## src/hw/rtl/fqkr_pkg.sv

```systemverilog
// Package for the frame queue with keyframe resync.
// Holds op codes, status codes, the default slot count, state, command and status types.
package fqkr_pkg;

    localparam int SLOTS_DEF = 8;

    typedef enum logic [2:0] {
        OP_PUSH     = 3'd0,
        OP_POP      = 3'd1,
        OP_FAIL     = 3'd2,
        OP_NOTE     = 3'd3,
        OP_STAT     = 3'd4,
        OP_SHUTDOWN = 3'd5,
        OP_RSV6     = 3'd6,
        OP_RSV7     = 3'd7
    } op_t;

    typedef enum logic [1:0] {
        ST_DONE    = 2'd0,
        ST_DROPPED = 2'd1,
        ST_STOPPED = 2'd2,
        ST_EMPTY   = 2'd3
    } status_t;

    typedef enum logic [1:0] {
        S_IDLE,
        S_EXEC,
        S_RESP
    } state_t;

    // Commands from the controller to the datapath.
    typedef struct packed {
        logic capture;   // latch the input beat
        logic exec;      // apply the latched operation
        logic respond;   // drive the result beat
    } cmd_t;

    // Status from the datapath to the controller.
    typedef struct packed {
        logic ready;
    } stat_t;

endpackage

```

## src/hw/rtl/fqkr_ctrl.sv

```systemverilog
// Controller for the frame queue: sequences capture, execute and respond.
// Depends on fqkr_pkg.
module fqkr_ctrl
(
    input  logic            clk,
    input  logic            rst_n,
    input  logic            start,
    input  fqkr_pkg::stat_t dp_stat,
    output logic            busy,
    output fqkr_pkg::cmd_t  cmd
);

    fqkr_pkg::state_t state_reg, state_next;

    // Hold the state register.
    always_ff @(posedge clk or negedge rst_n)
    begin
        if (!rst_n)
            state_reg <= fqkr_pkg::S_IDLE;
        else
            state_reg <= state_next;
    end

    // Advance through the three steps of one beat.
    always_comb
    begin
        state_next  = state_reg;
        cmd         = '0;
        busy        = 1'b1;
        unique case (state_reg)
            fqkr_pkg::S_IDLE:
            begin
                busy = 1'b0;
                if (start)
                begin
                    cmd.capture = 1'b1;
                    state_next  = fqkr_pkg::S_EXEC;
                end
            end
            fqkr_pkg::S_EXEC:
            begin
                cmd.exec = 1'b1;
                if (dp_stat.ready)
                    state_next = fqkr_pkg::S_RESP;
            end
            fqkr_pkg::S_RESP:
            begin
                cmd.respond = 1'b1;
                state_next  = fqkr_pkg::S_IDLE;
            end
            default: state_next = fqkr_pkg::S_IDLE;
        endcase
    end

endmodule

```

## src/hw/rtl/fqkr_dp.sv

```systemverilog
// Datapath for the frame queue: slot memory, pointers, counters, statistics.
// Depends on fqkr_pkg.
module fqkr_dp
#(
    parameter int SLOTS = fqkr_pkg::SLOTS_DEF
)
(
    input  logic                  clk,
    input  logic                  rst_n,
    input  fqkr_pkg::cmd_t        cmd,
    output fqkr_pkg::stat_t       dp_stat,
    input  logic [2:0]            op,
    input  logic [31:0]           frame_len,
    input  logic [31:0]           rtp_stamp,
    input  logic [62:0]           capture_time,
    input  logic [62:0]           enqueue_time,
    input  logic                  is_key,
    input  logic [62:0]           send_start,
    input  logic [62:0]           send_end,
    input  logic                  send_ok,
    input  logic [3:0]            stat_index,
    output logic                  strobe,
    output logic [1:0]            status,
    output logic [31:0]           out_len,
    output logic [31:0]           out_rtp,
    output logic [62:0]           out_capture,
    output logic [62:0]           out_enqueue,
    output logic                  out_key,
    output logic [63:0]           stat_value
);

    localparam int PW = (SLOTS > 1) ? $clog2(SLOTS) : 1;
    localparam int CW = $clog2(SLOTS + 1);
    localparam int SW = 32 + 32 + 63 + 63 + 1;

    // Latched input beat.
    logic [2:0]  op_reg;
    logic [31:0] len_reg, rtp_reg;
    logic [62:0] cap_reg, enq_reg, sst_reg, send_reg;
    logic        key_reg, ok_reg;
    logic [3:0]  idx_reg;

    // Queue state.
    logic [PW-1:0] head_reg, tail_reg;
    logic [CW-1:0] fill_reg;
    logic          await_reg, stopped_reg;
    logic [SW-1:0] mem [SLOTS];
    logic [SW-1:0] rd_reg;

    // Counters and stats.
    logic [31:0] maxd_reg, enqc_reg, deqc_reg, sent_reg, failc_reg, drops_reg;
    logic [63:0] bytes_reg;
    logic [31:0] lastb_reg, maxb_reg;
    logic [62:0] lastq_reg, maxq_reg, lasts_reg, maxs_reg, lastc_reg, maxc_reg;

    // Result registers.
    logic          strobe_reg;
    logic [1:0]    status_reg;
    logic [SW-1:0] pop_reg;
    logic [63:0]   stat_reg;
    logic          step_reg;

    logic [62:0] dq, ds, dc;
    logic [PW-1:0] head_inc, tail_inc;

    assign dq = (sst_reg > enq_reg) ? sst_reg - enq_reg : '0;
    assign ds = (send_reg > sst_reg) ? send_reg - sst_reg : '0;
    assign dc = (send_reg > cap_reg) ? send_reg - cap_reg : '0;
    assign head_inc = (head_reg == PW'(SLOTS - 1)) ? '0 : head_reg + 1'b1;
    assign tail_inc = (tail_reg == PW'(SLOTS - 1)) ? '0 : tail_reg + 1'b1;

    // Execution first reads the tail slot, then applies the operation.
    assign dp_stat.ready = step_reg;

    // Capture the input beat.
    always_ff @(posedge clk)
    begin
        if (cmd.capture)
        begin
            op_reg   <= op;
            len_reg  <= frame_len;
            rtp_reg  <= rtp_stamp;
            cap_reg  <= capture_time;
            enq_reg  <= enqueue_time;
            key_reg  <= is_key;
            sst_reg  <= send_start;
            send_reg <= send_end;
            ok_reg   <= send_ok;
            idx_reg  <= stat_index;
        end
    end

    // Slot memory: write on push, registered read of the tail slot.
    always_ff @(posedge clk)
    begin
        rd_reg <= mem[tail_reg];
        if (cmd.exec && step_reg && op_reg == fqkr_pkg::OP_PUSH && !stopped_reg
            && !(await_reg && !key_reg) && fill_reg != CW'(SLOTS))
            mem[head_reg] <= {len_reg, rtp_reg, cap_reg, enq_reg, key_reg};
    end

    // Apply the operation and build the result.
    always_ff @(posedge clk or negedge rst_n)
    begin
        if (!rst_n)
        begin
            step_reg    <= 1'b0;
            head_reg    <= '0;
            tail_reg    <= '0;
            fill_reg    <= '0;
            await_reg   <= 1'b0;
            stopped_reg <= 1'b0;
            maxd_reg    <= '0;
            enqc_reg    <= '0;
            deqc_reg    <= '0;
            sent_reg    <= '0;
            failc_reg   <= '0;
            drops_reg   <= '0;
            bytes_reg   <= '0;
            lastb_reg   <= '0;
            maxb_reg    <= '0;
            lastq_reg   <= '0;
            maxq_reg    <= '0;
            lasts_reg   <= '0;
            maxs_reg    <= '0;
            lastc_reg   <= '0;
            maxc_reg    <= '0;
            strobe_reg  <= 1'b0;
            status_reg  <= fqkr_pkg::ST_DONE;
            pop_reg     <= '0;
            stat_reg    <= '0;
        end
        else
        begin
            strobe_reg <= cmd.respond;
            step_reg   <= cmd.exec && !step_reg;
            if (cmd.exec && step_reg)
            begin
                status_reg <= fqkr_pkg::ST_DONE;
                pop_reg    <= '0;
                stat_reg   <= '0;
                unique case (fqkr_pkg::op_t'(op_reg))
                    fqkr_pkg::OP_PUSH:
                    begin
                        if (stopped_reg)
                            status_reg <= fqkr_pkg::ST_STOPPED;
                        else if (await_reg && !key_reg)
                            status_reg <= fqkr_pkg::ST_DROPPED;
                        else if (fill_reg == CW'(SLOTS))
                        begin
                            drops_reg  <= drops_reg + 32'(fill_reg) + 32'd1;
                            fill_reg   <= '0;
                            tail_reg   <= head_reg;
                            await_reg  <= 1'b1;
                            status_reg <= fqkr_pkg::ST_DROPPED;
                        end
                        else
                        begin
                            await_reg <= 1'b0;
                            head_reg  <= head_inc;
                            fill_reg  <= fill_reg + 1'b1;
                            enqc_reg  <= enqc_reg + 32'd1;
                            if (32'(fill_reg) + 32'd1 > maxd_reg)
                                maxd_reg <= 32'(fill_reg) + 32'd1;
                        end
                    end
                    fqkr_pkg::OP_POP:
                    begin
                        if (stopped_reg)
                            status_reg <= fqkr_pkg::ST_STOPPED;
                        else if (fill_reg == '0)
                            status_reg <= fqkr_pkg::ST_EMPTY;
                        else
                        begin
                            pop_reg  <= rd_reg;
                            tail_reg <= tail_inc;
                            fill_reg <= fill_reg - 1'b1;
                            deqc_reg <= deqc_reg + 32'd1;
                        end
                    end
                    fqkr_pkg::OP_FAIL:
                    begin
                        if (stopped_reg)
                            status_reg <= fqkr_pkg::ST_STOPPED;
                        else
                        begin
                            drops_reg <= drops_reg + 32'(fill_reg) + 32'd1;
                            fill_reg  <= '0;
                            tail_reg  <= head_reg;
                            await_reg <= 1'b1;
                        end
                    end
                    fqkr_pkg::OP_NOTE:
                    begin
                        if (ok_reg)
                        begin
                            sent_reg  <= sent_reg + 32'd1;
                            bytes_reg <= bytes_reg + 64'(len_reg);
                        end
                        else
                            failc_reg <= failc_reg + 32'd1;
                        lastb_reg <= len_reg;
                        if (len_reg > maxb_reg)
                            maxb_reg <= len_reg;
                        lastq_reg <= dq;
                        if (dq > maxq_reg)
                            maxq_reg <= dq;
                        lasts_reg <= ds;
                        if (ds > maxs_reg)
                            maxs_reg <= ds;
                        lastc_reg <= dc;
                        if (dc > maxc_reg)
                            maxc_reg <= dc;
                    end
                    fqkr_pkg::OP_STAT:
                    begin
                        unique case (idx_reg)
                            4'd0:    stat_reg <= 64'(fill_reg);
                            4'd1:    stat_reg <= 64'(maxd_reg);
                            4'd2:    stat_reg <= 64'(enqc_reg);
                            4'd3:    stat_reg <= 64'(deqc_reg);
                            4'd4:    stat_reg <= 64'(sent_reg);
                            4'd5:    stat_reg <= 64'(failc_reg);
                            4'd6:    stat_reg <= 64'(drops_reg);
                            4'd7:    stat_reg <= bytes_reg;
                            4'd8:    stat_reg <= 64'(lastb_reg);
                            4'd9:    stat_reg <= 64'(maxb_reg);
                            4'd10:   stat_reg <= 64'(lastq_reg);
                            4'd11:   stat_reg <= 64'(maxq_reg);
                            4'd12:   stat_reg <= 64'(lasts_reg);
                            4'd13:   stat_reg <= 64'(maxs_reg);
                            4'd14:   stat_reg <= 64'(lastc_reg);
                            default: stat_reg <= 64'(maxc_reg);
                        endcase
                    end
                    fqkr_pkg::OP_SHUTDOWN: stopped_reg <= 1'b1;
                    default: ;
                endcase
            end
        end
    end

    assign strobe      = strobe_reg;
    assign status      = status_reg;
    assign out_len     = pop_reg[SW-1 -: 32];
    assign out_rtp     = pop_reg[SW-33 -: 32];
    assign out_capture = pop_reg[126:64];
    assign out_enqueue = pop_reg[63:1];
    assign out_key     = pop_reg[0];
    assign stat_value  = stat_reg;

endmodule

```

## src/hw/rtl/frame_queue_keyframe_resync_core.sv

```systemverilog
// Frame queue with keyframe resync: a command is taken when start is high
// and busy is low; it then runs the execute steps (read the tail slot, then
// apply) and the respond step, and strobe, registered from respond, marks
// its result beat. No new command is taken before the previous one has left
// the respond step, as busy is high until then. The receiver cannot stall.
// Reset (rst_n, async, low) empties the queue and clears all counters.
module frame_queue_keyframe_resync_core
#(
    parameter int SLOTS = fqkr_pkg::SLOTS_DEF
)
(
    input  logic        clk,
    input  logic        rst_n,
    input  logic        start,
    output logic        busy,
    input  logic [2:0]  op,
    input  logic [31:0] frame_len,
    input  logic [31:0] rtp_stamp,
    input  logic [62:0] capture_time,
    input  logic [62:0] enqueue_time,
    input  logic        is_key,
    input  logic [62:0] send_start,
    input  logic [62:0] send_end,
    input  logic        send_ok,
    input  logic [3:0]  stat_index,
    output logic        strobe,
    output logic [1:0]  status,
    output logic [31:0] out_len,
    output logic [31:0] out_rtp,
    output logic [62:0] out_capture,
    output logic [62:0] out_enqueue,
    output logic        out_key,
    output logic [63:0] stat_value
);

    fqkr_pkg::cmd_t  cmd;
    fqkr_pkg::stat_t dp_stat;

    fqkr_ctrl u_ctrl
    (
        .clk     (clk),
        .rst_n   (rst_n),
        .start   (start),
        .dp_stat (dp_stat),
        .busy    (busy),
        .cmd     (cmd)
    );

    fqkr_dp #(.SLOTS(SLOTS)) u_dp
    (
        .clk          (clk),
        .rst_n        (rst_n),
        .cmd          (cmd),
        .dp_stat      (dp_stat),
        .op           (op),
        .frame_len    (frame_len),
        .rtp_stamp    (rtp_stamp),
        .capture_time (capture_time),
        .enqueue_time (enqueue_time),
        .is_key       (is_key),
        .send_start   (send_start),
        .send_end     (send_end),
        .send_ok      (send_ok),
        .stat_index   (stat_index),
        .strobe       (strobe),
        .status       (status),
        .out_len      (out_len),
        .out_rtp      (out_rtp),
        .out_capture  (out_capture),
        .out_enqueue  (out_enqueue),
        .out_key      (out_key),
        .stat_value   (stat_value)
    );

`ifndef SYNTHESIS
    // A result beat only follows a respond step.
    assert property (@(posedge clk) disable iff (!rst_n)
        strobe |-> $past(cmd.respond))
        else $error("strobe without respond");
    // An accepted command makes the block busy next cycle.
    assert property (@(posedge clk) disable iff (!rst_n)
        (start && !busy) |=> busy)
        else $error("busy not raised after accept");
    // No strobe right after an accept.
    assert property (@(posedge clk) disable iff (!rst_n)
        (start && !busy) |=> !strobe)
        else $error("strobe too early");
`endif

endmodule
```

## config.mk

```make
export PLATFORM = sky130hd
export DESIGN_NAME = frame_queue_keyframe_resync_core
export DESIGN_NICKNAME = d
export VERILOG_FILES = /design/src/hw/rtl/fqkr_pkg.sv /design/src/hw/rtl/fqkr_ctrl.sv /design/src/hw/rtl/fqkr_dp.sv /design/src/hw/rtl/frame_queue_keyframe_resync_core.sv
export SDC_FILE = /design/constraint.sdc
export NUM_CORES = 2
export LEC_CHECK = 0
export BUFFER_PORTS_ARGS = -buffer_cell sky130_fd_sc_hd__buf_2
export CORE_MARGIN = 8
export CORE_UTILIZATION = 34
export CTS_CLUSTER_SIZE = 14
export DETAILED_ROUTE_END_ITERATION = 8
export PLACE_DENSITY = 0.52
export SYNTH_ARGS = -nofsm -noshare
export SYNTH_HDL_FRONTEND = slang
export SYNTH_SLANG_ARGS = --single-unit
```

## constraint.sdc

```tcl
create_clock -name clk -period 15.6 [get_ports clk]
set_input_delay 0.78 -clock clk [delete_from_list [all_inputs] [get_ports clk]]
set_output_delay 0.78 -clock clk [all_outputs]
set_load 0.01 [all_outputs]
```

==> impl_metrics.tcl <==
set metrics [dict create \
    status "finished clean" \
    rsz0062_at_grt "no" \
    drt_pass1_iterations 7 \
    cts.sinks 2988 \
    num-fill-cells 35600 \
    cts_tree "done" \
    hold_viol_final 0 \
    ctsResizeCount 0 \
    worst_skew_pair.late_latency_ns 0.95 \
    fin_crit_ns 9.02 \
    skew_ns 0.0599 \
    p_total_uw 27500 \
    leakage_uw 0.0590 \
    grt_pass1_wl_microns 656000 \
    rows 227 \
    r2r_slack_ns 6.58 \
    cts.htree.levels 5 \
    yosys_warnings 0 \
    place_congestion 0.938 \
    yosys.cell_types.count 89 \
    antenna_found_initial 55 \
    drv_cap 0 \
    timing.rr.end "u_dp.maxs_reg[59]" \
    final_core_util_pct 39.9 \
    fin_crit_sh_pct 57.8 \
    mostFrequentLayoutCell "edfxtp_1" \
    numCtsBuffers 338 \
    die-height_microns 635 \
    grt_use_total_pct 22.4 \
    startpoint "u_dp.send_reg[0]" \
    hp-class "in2reg" \
    drt_iter0_markers 8950 \
    nets 10800 \
    ir_drop_mv 0.0959 \
    grt_max_degree 189 \
    postRouteAntennaNets 0 \
    clk_pin_slew_worst_paths_ns 0.06 \
    arrival_ns 9.87 \
    syn_nets 10100 \
    num_io_pins 587 \
    wl_per_cell_microns 30.4 \
    dp_hpwl_microns 337000 \
    grt_pass1_vias 84400 \
    portBuffers 586 \
    vias 84600 \
    worstSetupPathType "reg2reg" \
    postPlaceCellArea_sq_um 139000 \
    endpoint "u_dp.maxs_reg[59]" \
    clock_path_buffers 4 \
    clock.fmax_mhz 111 \
    fin_setup_tns_ns 0 \
    ys_seq_elements 2988 \
    yosys.area.top_type "edfxtp_1" \
    ys.flop_type "edfxtp_1" \
    wl_microns 469000 \
    setup_viol 0 \
    rr_worst_depth 24 \
    rr_startpoint "u_dp.send_reg[0]" \
    slew_violations 0 \
    grt_overflow 0 \
    synth-async-reset-ratio_pct 31.6 \
    routed_via_density 5.49 \
    synth_edf_count 1853 \
    tightest_slew_ns 1.37 \
    netlist_instances 9265 \
    relSlewSlack_pct 7.93 \
    final_cell_mix "edfxtp_1 (1853), dfrtp_1 (941), nand2_1 (755)" \
    end_kind "register" \
    drc_errors 0 \
    die_area_sq_um 403000 \
    required_ns 16.45 \
    fin_area_sq_um 152000 \
    root_buffer "clkbuf_16" \
    min_from "send_start[58]" \
    syn_area_per_cell_sq_um 14.1 \
    largest_reg_flops 1528 \
    core-area_sq_um 382000 \
    yosysSeqAreaShare_pct 63.8 \
    startpoint_type "register" \
    area_growth_pct 16.9 \
    drive_gt1_share_pct 20.4 \
    start_util_pct 34.1 \
    path_max_fanout 36 \
    synth_area_leaders "edfxtp_1 (43%), dfrtp_1 (18%), mux4_2 (6.6%)" \
    synth_top_area_share_pct 42.7 \
    dieWidth_microns 635 \
    powerDensity_nw_per_um2 181 \
    synthesis.area_sq_um 130000 \
]
==> cell type report <==
| class | count | area, sq um | share of cell area [%] |
|---|---|---|---|
| antenna | 60 | 150 | 0.0986 |
| clock inverter | 163 | 2040 | 1.34 |
| inverter | 507 | 1900 | 1.25 |
| sequential | 2988 | 83100 | 54.6 |
| multi-input combinational | 5321 | 43800 | 28.7 |
| clock buffer | 462 | 9470 | 6.22 |
| tap | 5038 | 6300 | 4.14 |
| timing repair buffer | 866 | 5560 | 3.65 |
==> how the worst min path moves through the flow <==
stage | cells past startpoint | slack (ns) | end
after global placement | 1 | 0.43 | u_dp.pop_reg[131]
after global routing | 1 | 0.02 | u_dp.send_reg[48]
after CTS | 1 | 0.00009 | u_dp.len_reg[24]
final | 1 | 0.06 | u_dp.sst_reg[58]
after detailed placement | 1 | 0.43 | u_dp.pop_reg[145]
after floorplan | 1 | 0.43 | u_dp.pop_reg[0]
==> cells in the mapped netlist (131+ instances only) <==
cell type,instances
a21oi_1,376
a22o_1,304
a22oi_1,153
clkbuf_1,362
dfrtp_1,944
dfxtp_1,191
edfxtp_1,1853
ha_1,463
inv_1,506
mux2_2,389
mux4_2,382
nand2_1,756
nand3_1,152
nand4_1,201
nor2_1,424
o21ai_0,281
o31ai_1,131
xnor2_1,250
xor2_1,140
==> worst max-delay path: stages, from the launching register on <==
cell and delay, ns:
edfxtp_1 0.37, inv_1 0.25, ha_1 0.22, inv_1 0.06, fa_1 0.45, a21o_1 0.21
a311oi_1 0.52, nor3_1 0.22, o32ai_1 0.78, nor2_1 0.21, or3_1 0.55, a21oi_1 0.32
o21ai_0 0.17, xnor2_1 0.68, nor2_1 0.10, ha_1 0.34, nand4_1 0.12, or2_2 0.33
nor4_1 0.42, nand3_1 0.16, or2_2 0.34, o22ai_4 0.79, buf_4 0.60, o21ai_0 0.47
o22ai_1 0.23
==> stage by stage <==
step	setup WS [ns]	cells	hold slack (ns)
2_1_floorplan	0.0271	9265	0.427
3_3_place_gp	6.32	14600	0.433
3_5_place_dp	6.63	14600	0.432
4_1_cts	6.61	15300	0.0000892
5_1_grt	6.22	15400	0.0209
6_report	6.58	15400	0.0587
==> what timing repair did <==
item,CTS,global route
endpoints found under the hold margin,195,0
buffers inserted,0,0
hold buffers,135,0
==> cells by family (layout without fill, tap and decap cells) <==
logic type      Yosys count  after routing  synth area share, %
flops                  2988           2988                 63.8
simple gates           1884           1884                 6.67
compound gates         1803           1803                 9.60
buf+inv                 956           1998                 2.78
mux                     776            776                 10.0
fa+ha+maj               468            468                 4.52
xor+xnor                390            390                 2.62
other cells               0             60                    0
==> per-layer routing <==
layer  wire length, microns  GRT usage (%)  vias up
met5                     13              0        -
met2                 215000           35.7     2931
met1                 205000           31.0    44400
li1                       -              -    36700
met4                  20900           8.25        2
met3                  27500           3.41      626
==> power by group <==
part | leakage, uW | internal, uW | total (uW) | switching, uW
clock network | 0.00558 | 4810 | 8210 | 3400
logic | 0.0221 | 3100 | 8540 | 5430
registers | 0.0313 | 9680 | 10800 | 1100
(Power assumes the default switching activity.)
